## src/rtl/lfr_pkg.sv

```systemverilog
// Shared types and constants for the link frame receiver.
package lfr_pkg;

    typedef enum logic [2:0] {
        PH_HUNT = 3'd0,
        PH_FLAG = 3'd1,
        PH_ADDR = 3'd2,
        PH_CTRL = 3'd3,
        PH_HDR  = 3'd4
    } phase_t;

    localparam int CFG_IDX_W = 3;
    localparam int CFG_DATA_W = 8;

    localparam logic [CFG_IDX_W-1:0] REG_FLAG_VALUE   = 3'd0;
    localparam logic [CFG_IDX_W-1:0] REG_EXP_ADDRESS  = 3'd1;
    localparam logic [CFG_IDX_W-1:0] REG_FRAME_KIND   = 3'd2;
    localparam logic [CFG_IDX_W-1:0] REG_SUP_CONTROL  = 3'd3;
    localparam logic [CFG_IDX_W-1:0] REG_INFO_CTRL_EV = 3'd4;
    localparam logic [CFG_IDX_W-1:0] REG_INFO_CTRL_OD = 3'd5;

    localparam logic [7:0] FLAG_VALUE_RST   = 8'd126;
    localparam logic [7:0] EXP_ADDRESS_RST  = 8'd3;
    localparam logic       FRAME_KIND_RST   = 1'b0;
    localparam logic [7:0] SUP_CONTROL_RST  = 8'd7;
    localparam logic [7:0] INFO_CTRL_EV_RST = 8'd0;
    localparam logic [7:0] INFO_CTRL_OD_RST = 8'd64;

    localparam logic KIND_SUPERVISION = 1'b0;

    localparam int BODY_INDEX_W = 10;
    localparam int M_TDATA_W = 32;
    localparam int M_TUSER_W = 2;

endpackage

```

## src/rtl/link_frame_receiver.sv

```systemverilog
// Link frame receiver: flag hunt, header check and body XOR check, one byte per beat.
//
//  channel   | dir | handshake         | payload
//  ----------+-----+-------------------+------------------------------------------
//  s_ (rx)   | in  | s_tvalid/s_tready | s_tdata: rx_byte
//  m_ (out)  | out | m_tvalid/m_tready | m_tdata, m_tuser, m_tlast (frame_end)
//  cfg       | in  | cfg_we            | cfg_index, cfg_wdata
//
// Each byte goes through an input register and then, through the compare logic
// and the frame state update, into the output register: one byte per cycle while
// the output is not stalled. A stalled output holds its beat while the input register
// still takes one more byte. aresetn clears the frame state and the configuration
// registers to their defaults.
module link_frame_receiver #(
    parameter int MAX_BODY = 1024
) (
    input  logic                                aclk,
    input  logic                                aresetn,

    input  logic                                s_tvalid,
    output logic                                s_tready,
    input  logic [7:0]                          s_tdata,   // [7:0] rx_byte

    output logic                                m_tvalid,
    input  logic                                m_tready,
    // [7:0] body_byte, [17:8] body_index, [18] check_ok, [26:19] received_control,
    // [31:27] zero
    output logic [lfr_pkg::M_TDATA_W-1:0]       m_tdata,
    output logic [lfr_pkg::M_TUSER_W-1:0]       m_tuser,   // [0] body_valid, [1] frame_abort
    output logic                                m_tlast,   // frame_end

    input  logic                                cfg_we,
    input  logic [lfr_pkg::CFG_IDX_W-1:0]       cfg_index,
    input  logic [lfr_pkg::CFG_DATA_W-1:0]      cfg_wdata
);

    localparam int CNT_W = $clog2(MAX_BODY + 1);
    localparam logic [CNT_W-1:0] CNT_MAX = CNT_W'(MAX_BODY);

    // configuration
    logic [7:0] flag_value_reg;
    logic [7:0] exp_address_reg;
    logic       frame_kind_reg;
    logic [7:0] sup_control_reg;
    logic [7:0] info_ctrl_ev_reg;
    logic [7:0] info_ctrl_od_reg;

    // frame state
    lfr_pkg::phase_t phase_reg, phase_next;
    logic [7:0]       held_address_reg, held_address_next;
    logic [7:0]       held_control_reg, held_control_next;
    logic [7:0]       body_xor_reg, body_xor_next;
    logic [CNT_W-1:0] body_count_reg, body_count_next;

    // input stage
    logic       in_valid_reg;
    logic [7:0] in_byte_reg;

    // output stage
    logic                            out_valid_reg;
    logic                            body_valid_reg, body_valid_next;
    logic [7:0]                      body_byte_reg, body_byte_next;
    logic [lfr_pkg::BODY_INDEX_W-1:0] body_index_reg, body_index_next;
    logic                            frame_end_reg, frame_end_next;
    logic                            check_ok_reg, check_ok_next;
    logic [7:0]                      rx_control_reg, rx_control_next;
    logic                            frame_abort_reg, frame_abort_next;

    logic advance;
    logic is_flag;
    logic ctrl_match;

    assign advance  = in_valid_reg && (!out_valid_reg || m_tready);
    assign s_tready = !in_valid_reg || advance;

    always_ff @(posedge aclk) begin
        if (!aresetn) begin
            flag_value_reg   <= lfr_pkg::FLAG_VALUE_RST;
            exp_address_reg  <= lfr_pkg::EXP_ADDRESS_RST;
            frame_kind_reg   <= lfr_pkg::FRAME_KIND_RST;
            sup_control_reg  <= lfr_pkg::SUP_CONTROL_RST;
            info_ctrl_ev_reg <= lfr_pkg::INFO_CTRL_EV_RST;
            info_ctrl_od_reg <= lfr_pkg::INFO_CTRL_OD_RST;
        end else if (cfg_we) begin
            unique case (cfg_index)
                lfr_pkg::REG_FLAG_VALUE:   flag_value_reg   <= cfg_wdata;
                lfr_pkg::REG_EXP_ADDRESS:  exp_address_reg  <= cfg_wdata;
                lfr_pkg::REG_FRAME_KIND:   frame_kind_reg   <= cfg_wdata[0];
                lfr_pkg::REG_SUP_CONTROL:  sup_control_reg  <= cfg_wdata;
                lfr_pkg::REG_INFO_CTRL_EV: info_ctrl_ev_reg <= cfg_wdata;
                lfr_pkg::REG_INFO_CTRL_OD: info_ctrl_od_reg <= cfg_wdata;
                default: ;
            endcase
        end
    end

    always_ff @(posedge aclk) begin
        if (!aresetn) begin
            in_valid_reg <= 1'b0;
        end else if (s_tready) begin
            in_valid_reg <= s_tvalid;
        end
    end

    always_ff @(posedge aclk) begin
        if (s_tvalid && s_tready) begin
            in_byte_reg <= s_tdata;
        end
    end

    assign is_flag = (in_byte_reg == flag_value_reg);
    assign ctrl_match = (frame_kind_reg == lfr_pkg::KIND_SUPERVISION)
                      ? (in_byte_reg == sup_control_reg)
                      : (in_byte_reg == info_ctrl_ev_reg || in_byte_reg == info_ctrl_od_reg);

    always_comb begin
        phase_next        = phase_reg;
        held_address_next = held_address_reg;
        held_control_next = held_control_reg;
        body_xor_next     = body_xor_reg;
        body_count_next   = body_count_reg;
        body_valid_next   = 1'b0;
        body_byte_next    = 8'd0;
        body_index_next   = '0;
        frame_end_next    = 1'b0;
        check_ok_next     = 1'b0;
        rx_control_next   = 8'd0;
        frame_abort_next  = 1'b0;

        unique case (phase_reg)
            lfr_pkg::PH_HUNT: begin
                if (is_flag) begin
                    phase_next = lfr_pkg::PH_FLAG;
                end
            end
            lfr_pkg::PH_FLAG: begin
                // address match wins over a flag of the same value
                if (in_byte_reg == exp_address_reg) begin
                    held_address_next = in_byte_reg;
                    phase_next        = lfr_pkg::PH_ADDR;
                end else if (!is_flag) begin
                    phase_next = lfr_pkg::PH_HUNT;
                end
            end
            lfr_pkg::PH_ADDR: begin
                if (is_flag) begin
                    phase_next = lfr_pkg::PH_FLAG;
                end else if (ctrl_match) begin
                    held_control_next = in_byte_reg;
                    phase_next        = lfr_pkg::PH_CTRL;
                end else begin
                    phase_next       = lfr_pkg::PH_HUNT;
                    frame_abort_next = 1'b1;
                end
            end
            lfr_pkg::PH_CTRL: begin
                if (is_flag) begin
                    phase_next = lfr_pkg::PH_FLAG;
                end else if (in_byte_reg == (held_address_reg ^ held_control_reg)) begin
                    body_xor_next   = 8'd0;
                    body_count_next = '0;
                    phase_next      = lfr_pkg::PH_HDR;
                end else begin
                    phase_next       = lfr_pkg::PH_HUNT;
                    frame_abort_next = 1'b1;
                end
            end
            lfr_pkg::PH_HDR: begin
                priority if (is_flag) begin
                    frame_end_next  = 1'b1;
                    rx_control_next = held_control_reg;
                    check_ok_next   = (frame_kind_reg == lfr_pkg::KIND_SUPERVISION)
                                    || (body_xor_reg == 8'd0);
                    phase_next      = lfr_pkg::PH_HUNT;
                end else if (frame_kind_reg == lfr_pkg::KIND_SUPERVISION
                             || body_count_reg == CNT_MAX) begin
                    phase_next       = lfr_pkg::PH_HUNT;
                    frame_abort_next = 1'b1;
                end else begin
                    body_valid_next = 1'b1;
                    body_byte_next  = in_byte_reg;
                    body_index_next = lfr_pkg::BODY_INDEX_W'(body_count_reg);
                    body_xor_next   = body_xor_reg ^ in_byte_reg;
                    body_count_next = body_count_reg + CNT_W'(1);
                end
            end
            default: begin
                phase_next = lfr_pkg::PH_HUNT;
            end
        endcase
    end

    always_ff @(posedge aclk) begin
        if (!aresetn) begin
            phase_reg        <= lfr_pkg::PH_HUNT;
            held_address_reg <= 8'd0;
            held_control_reg <= 8'd0;
            body_xor_reg     <= 8'd0;
            body_count_reg   <= '0;
            out_valid_reg    <= 1'b0;
        end else begin
            if (advance) begin
                phase_reg        <= phase_next;
                held_address_reg <= held_address_next;
                held_control_reg <= held_control_next;
                body_xor_reg     <= body_xor_next;
                body_count_reg   <= body_count_next;
            end
            if (advance) begin
                out_valid_reg <= 1'b1;
            end else if (m_tready) begin
                out_valid_reg <= 1'b0;
            end
        end
    end

    always_ff @(posedge aclk) begin
        if (advance) begin
            body_valid_reg  <= body_valid_next;
            body_byte_reg   <= body_byte_next;
            body_index_reg  <= body_index_next;
            frame_end_reg   <= frame_end_next;
            check_ok_reg    <= check_ok_next;
            rx_control_reg  <= rx_control_next;
            frame_abort_reg <= frame_abort_next;
        end
    end

    assign m_tvalid = out_valid_reg;
    assign m_tdata  = {5'd0, rx_control_reg, check_ok_reg, body_index_reg, body_byte_reg};
    assign m_tuser  = {frame_abort_reg, body_valid_reg};
    assign m_tlast  = frame_end_reg;

endmodule

```

## config.mk

```make
export PLATFORM = sky130hd
export DESIGN_NAME = link_frame_receiver
export DESIGN_NICKNAME = d
export VERILOG_FILES = /design/src/rtl/lfr_pkg.sv /design/src/rtl/link_frame_receiver.sv
export SDC_FILE = /design/constraint.sdc
export NUM_CORES = 1
export LEC_CHECK = 0
export BUFFER_PORTS_ARGS = -buffer_cell sky130_fd_sc_hd__buf_4
export CAP_MARGIN = 20
export CORE_UTILIZATION = 41
export DETAILED_ROUTE_END_ITERATION = 6
export GPL_ROUTABILITY_DRIVEN = 0
export PLACE_DENSITY = 0.73
export SYNTH_ARGS = -nofsm -noshare
export SYNTH_HDL_FRONTEND = slang
export SYNTH_SLANG_ARGS = --single-unit
```

## constraint.sdc

```tcl
create_clock -name aclk -period 1.9 [get_ports aclk]
set_input_delay 0 -clock aclk [delete_from_list [all_inputs] [get_ports aclk]]
set_output_delay 0 -clock aclk [all_outputs]
set_load 0.1 [all_outputs]
```

# Yosys cells after proc, flatten, opt, wreduce, memory -nomap -nowiden
# Index checks and enable logic that the tools add are counted.
[word_totals]
ff_bits = 119
in_bits = 24
[classes]
n_addsub = 1
n_bitwise = 5
reduce_logical = 27
n_mux = 32
n_eq_ne = 23
[ops]
columns = ["op", "count"]
rows = [
  ["8-bit == test", 6],
  ["11-bit 2-to-1 mux", 4],
  ["8-bit 2-to-1 mux", 4],
  ["11-bit case mux with 2 select lines", 1],
  ["3-bit 2-to-1 mux", 7],
  ["8-bit case mux with 2 select lines", 1],
  ["8-bit bitwise XOR", 2],
  ["3-bit case mux with 5 select lines", 1],
  ["2-bit AND reduction", 7],
  ["3-bit by 2-bit == test with 1-bit output, second input constant", 4],
  ["11-bit by 1-bit adder with 11-bit output, second input constant", 1],
  ["11-bit == test, second input constant", 1],
  ["1-bit 2-to-1 mux", 11],
  ["2-bit != test, second input constant", 5],
  ["3-bit == test, second input constant", 3],
  ["8-bit zero test", 1],
  ["4-bit AND reduction", 2],
  ["3-bit by 1-bit == test with 1-bit output, second input constant", 2],
  ["3-bit zero test", 2],
  ["3-bit != test, second input constant", 2],
  ["6-bit AND reduction", 1],
  ["1-bit logical OR", 5],
  ["2-bit 2-to-1 mux", 2],
  ["2-bit nonzero test", 2],
  ["other kinds (7)", 11],
]

# Longest topological paths before layout
# Gate-level depths: netlist of the first run.
[depth]
word_depth = 6
ltp_mapped = 9
depth_no_buf = 8

# Least setup slack after synthesis of the first run
# No wires, ideal clock.
[synth_timing]
kind = "reg-to-reg"
from = "reg out_valid_reg, in the netlist m_tvalid"
to = "reg in_byte_reg[0] (enable)"
slack_ns = -0.695
arrival_ns = 2.316
setup_ns = 0.279
stages_incl_launch_ff = 4
period_less_slack_ns = 2.595
required_time_ns = 1.621
cell_sequence = "dfxtp_1 nor2b_1 nand2_1 and2_1"
[synth_via]
elab_chain_len = 5
[synth_lines]
columns = ["element", "line", "rtl"]
rows = [
  ["start: declaration", "link_frame_receiver.sv:60", "logic out_valid_reg;"],
  ["start signal: assignment", "link_frame_receiver.sv:200", "out_valid_reg <= 1'b0;"],
  ["start signal: assignment", "link_frame_receiver.sv:210", "out_valid_reg <= 1'b1;"],
  ["start signal: assignment", "link_frame_receiver.sv:212", "out_valid_reg <= 1'b0;"],
  ["1-bit zero test", "link_frame_receiver.sv:73", "assign advance = in_valid_reg && (!out_valid_reg || m_tready);"],
  ["1-bit logical OR", "link_frame_receiver.sv:73", ""],
  ["1-bit logical AND", "link_frame_receiver.sv:73", ""],
  ["1-bit logical OR", "link_frame_receiver.sv:74", "assign s_tready = !in_valid_reg || advance;"],
  ["net s_tready", "link_frame_receiver.sv:21", "output logic s_tready,"],
  ["1-bit logical AND", "link_frame_receiver.sv:106", "if (s_tvalid && s_tready) begin"],
  ["end signal: assignment", "link_frame_receiver.sv:107", "in_byte_reg <= s_tdata;"],
  ["end: declaration", "link_frame_receiver.sv:57", "logic [7:0] in_byte_reg;"],
]
# The timed path passes the listed nets, and every way through them passes these cells.
# A chain may end at the register's enable or synchronous reset.

# Worst setup path in the final report of the first run
[layout_timing]
from = "reg body_count_reg[4]"
to = "reg body_xor_reg[3]"
[layout_via]
elab_chain_len = 4
[layout_lines]
columns = ["element", "line", "rtl"]
rows = [
  ["start: declaration", "link_frame_receiver.sv:53", "logic [CNT_W-1:0] body_count_reg, body_count_next;"],
  ["start signal: assignment", "link_frame_receiver.sv:207", "body_count_reg <= body_count_next;"],
  ["11-bit == test", "link_frame_receiver.sv:176", "|| body_count_reg == CNT_MAX) begin"],
  ["1-bit logical OR", "link_frame_receiver.sv:176", ""],
  ["2-bit != test (no line)", "--", ""],
  ["6-bit AND reduction (no line)", "--", ""],
  ["end signal: assignment", "link_frame_receiver.sv:206", "body_xor_reg <= body_xor_next;"],
  ["end: declaration", "link_frame_receiver.sv:52", "logic [7:0] body_xor_reg, body_xor_next;"],
]
# No other way between the ends.

==> run metrics, run 1 <==
status=finished, violations left; failing checks=setup timing; top post-synthesis cells by area=dfxtp_1, edfxtp_1, nand2_1; Ports=61; Syn Area/Cell=9.98 sq um; Largest register FFs=11; CP startpoint kind=flop; Final Skew=10.2 ps; Rows=41; Synth area leader=dfxtp_1; Worst-Skew Late Latency=420 ps; pwr dens=897 nW/um^2; die height=117 microns; CP cell instances=or4_4 -> o31ai_4 -> buf_4 -> nor2_4 -> o211ai_1 -> xor2_1 -> nor2_1; critical path peak fanout=8; clock buffer depth=2; CORE AREA=12800 sq um; grt met1 use=0.244; Final #Nets=702; sw power=1.63 mW; Max Clock Freq=0.492 GHz; EDFF count, synth=38; post-DP HPWL=8830 microns; Worst path max stage delay=550 ps; gr busiest metal=met2; Syn Std Cell Area=5470 sq um; initial core utilization=0.426; Fin Setup TNS=-4040 ps; Vias per Instance=5.08; Slowest-stage cell, CP=or4_4; Gate power share=0.110; synth warn=0; Critical Path Source=body_count_reg[4]; Die ar.=13800 sq um; Post-route DRC=0; Pre-Repair DR Iteration Count=5; DP Area=6380 sq um; #FFs+latches synth=119; vias in the first global route=4325; initial antenna violation count=0; setup ws final=-134 ps; met2 usage=0.334; die width=117 microns; sequential share of power=0.407; P_int=5.08 mW; fin crit share=1.07; Final Hold Viols=0; H-tree lvl count=4; hold path start=cfg_we; maximum capacitance violations=0; R2R Path Start=body_count_reg[4]; Hold Crit Class=in -> reg; kind of critical path=reg -> reg; CTS buffer count=17; met3 usage=0.0523; commonest non-fill, non-tap cell in the layout=buf_4; first-pass GRT wire length=21200 microns; flop2flop setup slack=-130 ps; most frequent cells in the layout=buf_4, nand2_1, dfxtp_1; RSZ-0062 raised after global routing=yes; synth unique cells=53; post-synthesis sequential area ratio=0.505; First DRT Iteration DRCs=249; Finished Layout Cells=860; Period minus WS final=2030 ps; CP required=2200 ps; share of cells above drive strength 1=0.291; final setup vio count=66; Arrival @ worst endpoint=2330 ps; CTS root buffer=clkbuf_16; Total GRT Usage=0.197; Ant. Diodes=0; CP Capture Type=flop; post-DR wirelength/cell=15.5 microns; total power=6.71 mW; DP Cell Count=793; DR vias=4370; Port Buffer Count=55; routed wire length=13300 microns; share of the synthesized area in the top cell type=0.296; cells after synthesis=548; final instance area=7480 sq um; Post-synth ARST share=0; DRT antenna net count=0; most common flop cell mapped by yosys=dfxtp_1; Max Transition Viols Final=0; CTS tree=done; Peak VDD IR=0.000725 V; largest net degree at the start of global routing=43; Sw Share=0.243; area grow syn2layout=36.8%; Worst-path clk slew=50 ps; Leak Pwr=2.98 nW; Clk pwr share=0.483; CTS sink cnt=119; aggregate global routing overflow=0
-- critical path: cells and delay by family (launching register included) --
| kind | cells | cell delay [ps] |
|---|---|---|
| AND/OR/NAND/NOR | 3 | 690 |
| AO/OA/AOI/OAI | 2 | 550 |
| flip-flops | 1 | 310 |
| XOR/XNOR | 1 | 190 |
| buffers and inverters | 1 | 180 |
-- final timing paths --
| kind | depth (start not counted) | to |
|---|---|---|
| worst max register to register | 7 | body_xor_reg[3] |
| worst min register to register | 2 | info_ctrl_od_reg[7] |
| worst min-delay path | 4 | frame_kind_reg |
| worst max-delay path | 7 | body_xor_reg[3] |
-- per-stage QoR --
step	util	setup slack (ps)	hold slack (ps)
6_report	0.584	-134	81.7
3_5_place_dp	0.497	-135	181
3_3_place_gp	0.497	-83.9	178
2_1_floorplan	-	-74.3	98.9
5_1_grt	0.584	-194	114
4_1_cts	0.579	-92.6	55.1
-- final cells by class --
type | count | area (sq um)
fillers | 1052 | 5340
inverters | 4 | 18.8
multi-input cells | 392 | 2690
repair buffers | 142 | 1190
well taps | 172 | 215
clock inverters | 13 | 161
flip-flops and latches | 119 | 2770
clock buffers | 18 | 429
-- timing repair --
| action | CTS | global route |
|---|---|---|
| resized for setup | 35 | 10 |
| hold buffers | 22 | 0 |
| buffers inserted | 7 | 3 |
| cloned | 4 | 0 |
| setup endpoints to repair | 66 | 66 |
| pin swaps | 13 | 9 |
| hold endpoints to repair | 51 | 0 |
-- cell usage after synthesis (3+ instances only) --
library cell and instances:
nand2_1 101, dfxtp_1 81, nor2_1 49, edfxtp_1 38
xor2_1 38, mux2i_1 26, a21oi_1 22, and3_1 22
nand3_1 22, clkbuf_1 18, xnor2_1 18, and2_1 11
o211ai_1 10, buf_2 9, nand4_1 9, buf_4 8
xnor3_1 8, nor4_1 5, buf_6 4, inv_1 3
nor2b_1 3, or2_2 3
-- cells by family (layout without fill, tap and decap cells) --
family | Yosys count | after routing | synth area share
mux | 26 | 26 | 0.0476
buf+inv | 43 | 177 | 0.0426
other cells | 1 | 5 | 0.000686
compound gates | 50 | 50 | 0.0599
xor+xnor | 65 | 65 | 0.126
simple gates | 242 | 244 | 0.214
fa+ha+maj | 2 | 2 | 0.00457
flops | 119 | 119 | 0.505
-- per-layer routing --
layer / vias up / wire length [microns]
met2: 148 / 6730
met4: 0 / 174
met5: - / 0
li1: 2129 / -
met3: 16 / 727
met1: 2077 / 5660
-- power by group through the flow --
stage          clock (mW)  combinational, mW  sequential, mW
6_report             3.24              0.741            2.73
5_1_grt              3.40              0.775            2.74
4_1_cts              3.28              0.736            2.73
3_5_place_dp            0              0.680            2.78
3_3_place_gp            0              0.673            2.78
2_1_floorplan           0              0.305            2.97
Power figures use the tool's default switching activity.
==> inputs of run 2 (changes only) <==
--- a/config.mk
+++ b/config.mk
@@ -10,7 +10,8 @@
 export CORE_UTILIZATION = 41
 export DETAILED_ROUTE_END_ITERATION = 6
 export GPL_ROUTABILITY_DRIVEN = 0
-export PLACE_DENSITY = 0.73
+export PLACE_DENSITY = 0.7
+export SKIP_CTS_REPAIR_TIMING = 1
 export SYNTH_ARGS = -nofsm -noshare
 export SYNTH_HDL_FRONTEND = slang
 export SYNTH_SLANG_ARGS = --single-unit
==> constraint.sdc (replaced) <==
create_clock -name aclk -period 2.5 [get_ports aclk]
set_input_delay 0 -clock aclk [delete_from_list [all_inputs] [get_ports aclk]]
set_output_delay 0 -clock aclk [all_outputs]
set_load 0.1 [all_outputs]
==> run metrics, run 2 (synthesized netlist as in run 1, its figures left out) <==
kind of critical path=reg -> reg; Peak VDD IR=0.000484 V; routed wire length=12600 microns; post-DR wirelength/cell=15.4 microns; CP required=2770 ps; hold path start=cfg_index[1]; WHS=19.7 ps; Sw Share=0.253; Max Transition Viols Final=0; CTS root buffer=clkbuf_16; initial core utilization=0.426; Period minus WS final=2250 ps; Hold Path End=flag_value_reg[0]; Worst-Skew Late Latency=410 ps; sw power=1.27 mW; H-tree lvl count=4; post-DP HPWL=8220 microns; Fin Setup TNS=0 ps; Post-route DRC=0; area grow syn2layout=25.5%; CP startpoint kind=flop; aggregate global routing overflow=0; Max Clock Freq=0.444 GHz; commonest non-fill, non-tap cell in the layout=nand2_1; Final Hold Viols=0; status=finished, final reports clean; P_int=3.75 mW; Clk pwr share=0.484; Worst-Margin Slew=846 ps; WHS Path Cells=4; Total GRT Usage=0.190; final setup vio count=0; number of fill cells=1168; pwr dens=731 nW/um^2; Ports=61; Ant. Diodes=0; Final Skew=6.42 ps; First DRT Iteration DRCs=188; Reg area=2760 sq um; Port Buffer Count=55; CTS sink cnt=119; DRT antenna net count=0; largest net degree at the start of global routing=43; initial antenna violation count=0; clock buffer depth=2; die width=117 microns; Gate power share=0.103; flop2flop setup slack=250 ps; critical path peak fanout=21; Vias per Instance=5.05; fin crit share=0.902; Largest register FFs=11; Arrival @ worst endpoint=2530 ps; Hold Crit Class=in -> reg; CTS tree=done; DR vias=4113; CP Capture Type=flop; Die ar.=13800 sq um; maximum capacitance violations=0; first-pass GRT wire length=20400 microns; multi-input logic area=2490 sq um; share of cells above drive strength 1=0.191; R2R Path Start=body_count_reg[0]; RSZ-0062 raised after global routing=no; Rel. slew slack=0.435; most frequent cells in the layout=nand2_1, dfxtp_1, buf_4; vias in the first global route=3961; CTS buffer count=17; Worst-path clk slew=50 ps; Worst Reg-to-Reg Cells=7; Final #Nets=656; Leak Pwr=2.76 nW; CORE AREA=12800 sq um; die height=117 microns; Pre-Repair DR Iteration Count=4; Rows=41; sequential share of power=0.413; r2r endpoint=body_byte_reg[0]
## run 2: cell count changes in the layout (fill, tap and decap cells not counted), moves of 4 or more
cell / change
and3_4: -17
clkinv_1: -4
and3_1: +17
xor2_2: -6
buf_6: -13
buf_4: -28
xor2_1: +6
## run 2: per-stage QoR
| step | utilization | power [mW] | cells | worst slack [ps] | area (sq um) |
|---|---|---|---|---|---|
| after global routing | 0.535 | 5.17 | 815 | 89.7 | 6860 |
| after floorplan | - | 2.48 | 552 | 216 | 5490 |
| after detailed placement | 0.473 | 2.60 | 762 | 292 | 6060 |
| after CTS | 0.519 | 5.02 | 794 | 230 | 6650 |
| after global placement | 0.473 | 2.60 | 762 | 311 | 6060 |
| final | 0.535 | 5.02 | 815 | 246 | 6860 |
## run 2: worst max-delay path, cell delays in order (launching register included)
cell	delay, ps
dfxtp_1	440
inv_1	100
ha_1	200
nand2_1	80
o31ai_2	100
nor2_2	680
buf_4	340
and3_1	190
## run 2: worst max path at each step
stage	startpoint	endpoint	slack, ps
detailed placement	body_count_reg[0]	body_byte_reg[6]	290
finish	body_count_reg[0]	body_byte_reg[0]	250
global route	body_count_reg[0]	body_byte_reg[0]	90
CTS	body_count_reg[0]	body_byte_reg[0]	230
floorplan	m_tvalid	in_byte_reg[0]	220
global placement	body_count_reg[6]	body_byte_reg[6]	310
## run 2: final cells by class
cell class / count / share of cell area
clock buffer: 18 / 0.0625
clock inverter: 14 / 0.0233
inverter: 4 / 0.00219
multi-input combinational: 390 / 0.363
sequential: 119 / 0.403
tap: 172 / 0.0314
timing repair buffer: 98 / 0.115
## run 2: power by group through the flow
stage / registers (mW) / clock network (mW) / logic (mW)
after floorplan: 2.25 / 0 / 0.224
after global placement: 2.11 / 0 / 0.484
after detailed placement: 2.11 / 0 / 0.489
after CTS: 2.07 / 2.45 / 0.491
after global routing: 2.08 / 2.55 / 0.542
final: 2.07 / 2.43 / 0.517
## run 2: metal layers
metal  track usage  vias up  routed length, microns
li1              -     2028                       -
met5             0        -                       0
met4        0.0657        0                     186
met1         0.249     1952                    5800
met3        0.0543       16                     653
met2         0.301      117                    5930
==> inputs of run 3 (changes only) <==
--- a/config.mk
+++ b/config.mk
@@ -5,7 +5,7 @@
 export SDC_FILE = /design/constraint.sdc
 export NUM_CORES = 1
 export LEC_CHECK = 0
-export BUFFER_PORTS_ARGS = -buffer_cell sky130_fd_sc_hd__buf_4
+export BUFFER_PORTS_ARGS = -buffer_cell sky130_fd_sc_hd__buf_2
 export CAP_MARGIN = 20
 export CORE_UTILIZATION = 41
 export DETAILED_ROUTE_END_ITERATION = 6
==> run metrics, run 3 (synthesized netlist as in run 1, its figures left out) <==
Worst-path clk slew=50 ps; Max Transition Viols Final=0; first-pass GRT wire length=19800 microns; critical path peak fanout=21; status=finished, final reports clean; Ant. Diodes=0; most frequent cells in the layout=nand2_1, dfxtp_1, buf_2; routed wire length=12100 microns; Ports=61; Final #Nets=655; share of cells above drive strength 1=0.195; met3 usage=0.0509; Fin Setup TNS=0 ps; flop2flop setup slack=270 ps; Leak Pwr=2.74 nW; total power=5.26 mW; grt met1 use=0.246; commonest non-fill, non-tap cell in the layout=nand2_1; post-DP HPWL=8320 microns; die height=117 microns; Rows=41; CP cell instances=or4_1 -> o31ai_2 -> nor2_2 -> buf_4 -> and3_1; Port Buffer Count=55; Worst-Margin Slew=815 ps; CTS tree=done; Largest register FFs=11; area grow syn2layout=24.0%; Post-route DRC=0; DRT antenna net count=0; CTS buffer count=17; H-tree lvl count=4; Die ar.=13800 sq um; Arrival @ worst endpoint=2380 ps; DR vias=4071; clock buffer depth=2; RSZ-0062 raised after global routing=no; post-DR wirelength/cell=14.8 microns; Slowest-stage cell, CP=or4_1; Final Hold Viols=0; final setup vio count=0; Final Skew=7.56 ps; CP required=2650 ps; Hold Crit Class=in -> reg; CTS sink cnt=119; vias in the first global route=3836; First DRT Iteration DRCs=225; largest net degree at the start of global routing=43; CORE AREA=12800 sq um; Pre-Repair DR Iteration Count=4; initial antenna violation count=0; initial core utilization=0.426; CTS root buffer=clkbuf_16; Vias per Instance=5.00; fin crit share=0.893; Worst-Skew Late Latency=410 ps; CP startpoint kind=flop; pwr dens=776 nW/um^2; Worst path max stage delay=560 ps; kind of critical path=reg -> reg; Total GRT Usage=0.182; CP Capture Type=flop; maximum capacitance violations=0; Period minus WS final=2230 ps; WHS=80.2 ps; gr busiest metal=met2; Rel. slew slack=0.455; die width=117 microns; Peak VDD IR=0.000672 V; met2 usage=0.287; aggregate global routing overflow=0; Max Clock Freq=0.448 GHz
[run 3: changes by cell type in the layout (fill, tap and decap cells not counted), sizes merged]
| cell | before | now |
|---|---|---|
| bufinv | 3 | 6 |
| clkinv | 7 | 4 |
| dlygate4sd3 | 21 | 18 |
| buf | 77 | 79 |
[run 3: final timing paths]
check,from,to,depth (start not counted)
worst max-delay path,body_count_reg[6],body_byte_reg[2],5
worst min-delay path,aresetn,exp_address_reg[1],2
worst max register to register,body_count_reg[6],body_byte_reg[2],5
worst min register to register,exp_address_reg[3],exp_address_reg[3],2
[run 3: routing by layer]
metal / wire [microns] / vias up
met1: 5610 / 1908
met2: 5710 / 128
met4: 102 / 0
met3: 653 / 10
li1: - / 2025
met5: 0 / -
[run 3: where the power goes]
| part | internal, mW | switching (mW) | leakage [nW] | total, mW |
|---|---|---|---|---|
| combinational | 0.129 | 0.359 | 1.43 | 0.488 |
| sequential | 2.04 | 0.0315 | 1.01 | 2.07 |
| clock | 1.86 | 0.839 | 0.306 | 2.70 |
[run 3: area by class of cell]
| type | count | area, sq um |
|---|---|---|
| repair buffers | 97 | 636 |
| inverters | 4 | 15.0 |
| fillers | 1132 | 6040 |
| clock buffers | 18 | 429 |
| well taps | 172 | 215 |
| flip-flops and latches | 119 | 2760 |
| multi-input cells | 390 | 2490 |
| clock inverters | 14 | 231 |
[run 3: per-stage QoR]
step                std cells   util  area (sq um)  setup WS (ps)
floorplan                 552      -          5490            216
global placement          764  0.463          5940            280
detailed placement        764  0.463          5940            279
CTS                       796  0.515          6600            245
global route              814  0.529          6780           89.6
finish                    814  0.529          6780            267
[run 3: critical path, delay by kind of cell, from the launching register on]
kind	cells	cell delay, ps
buffers and inverters	1	250
AOI/OAI and AO/OA	1	350
and+or+nand+nor	3	1020
DFF	1	340
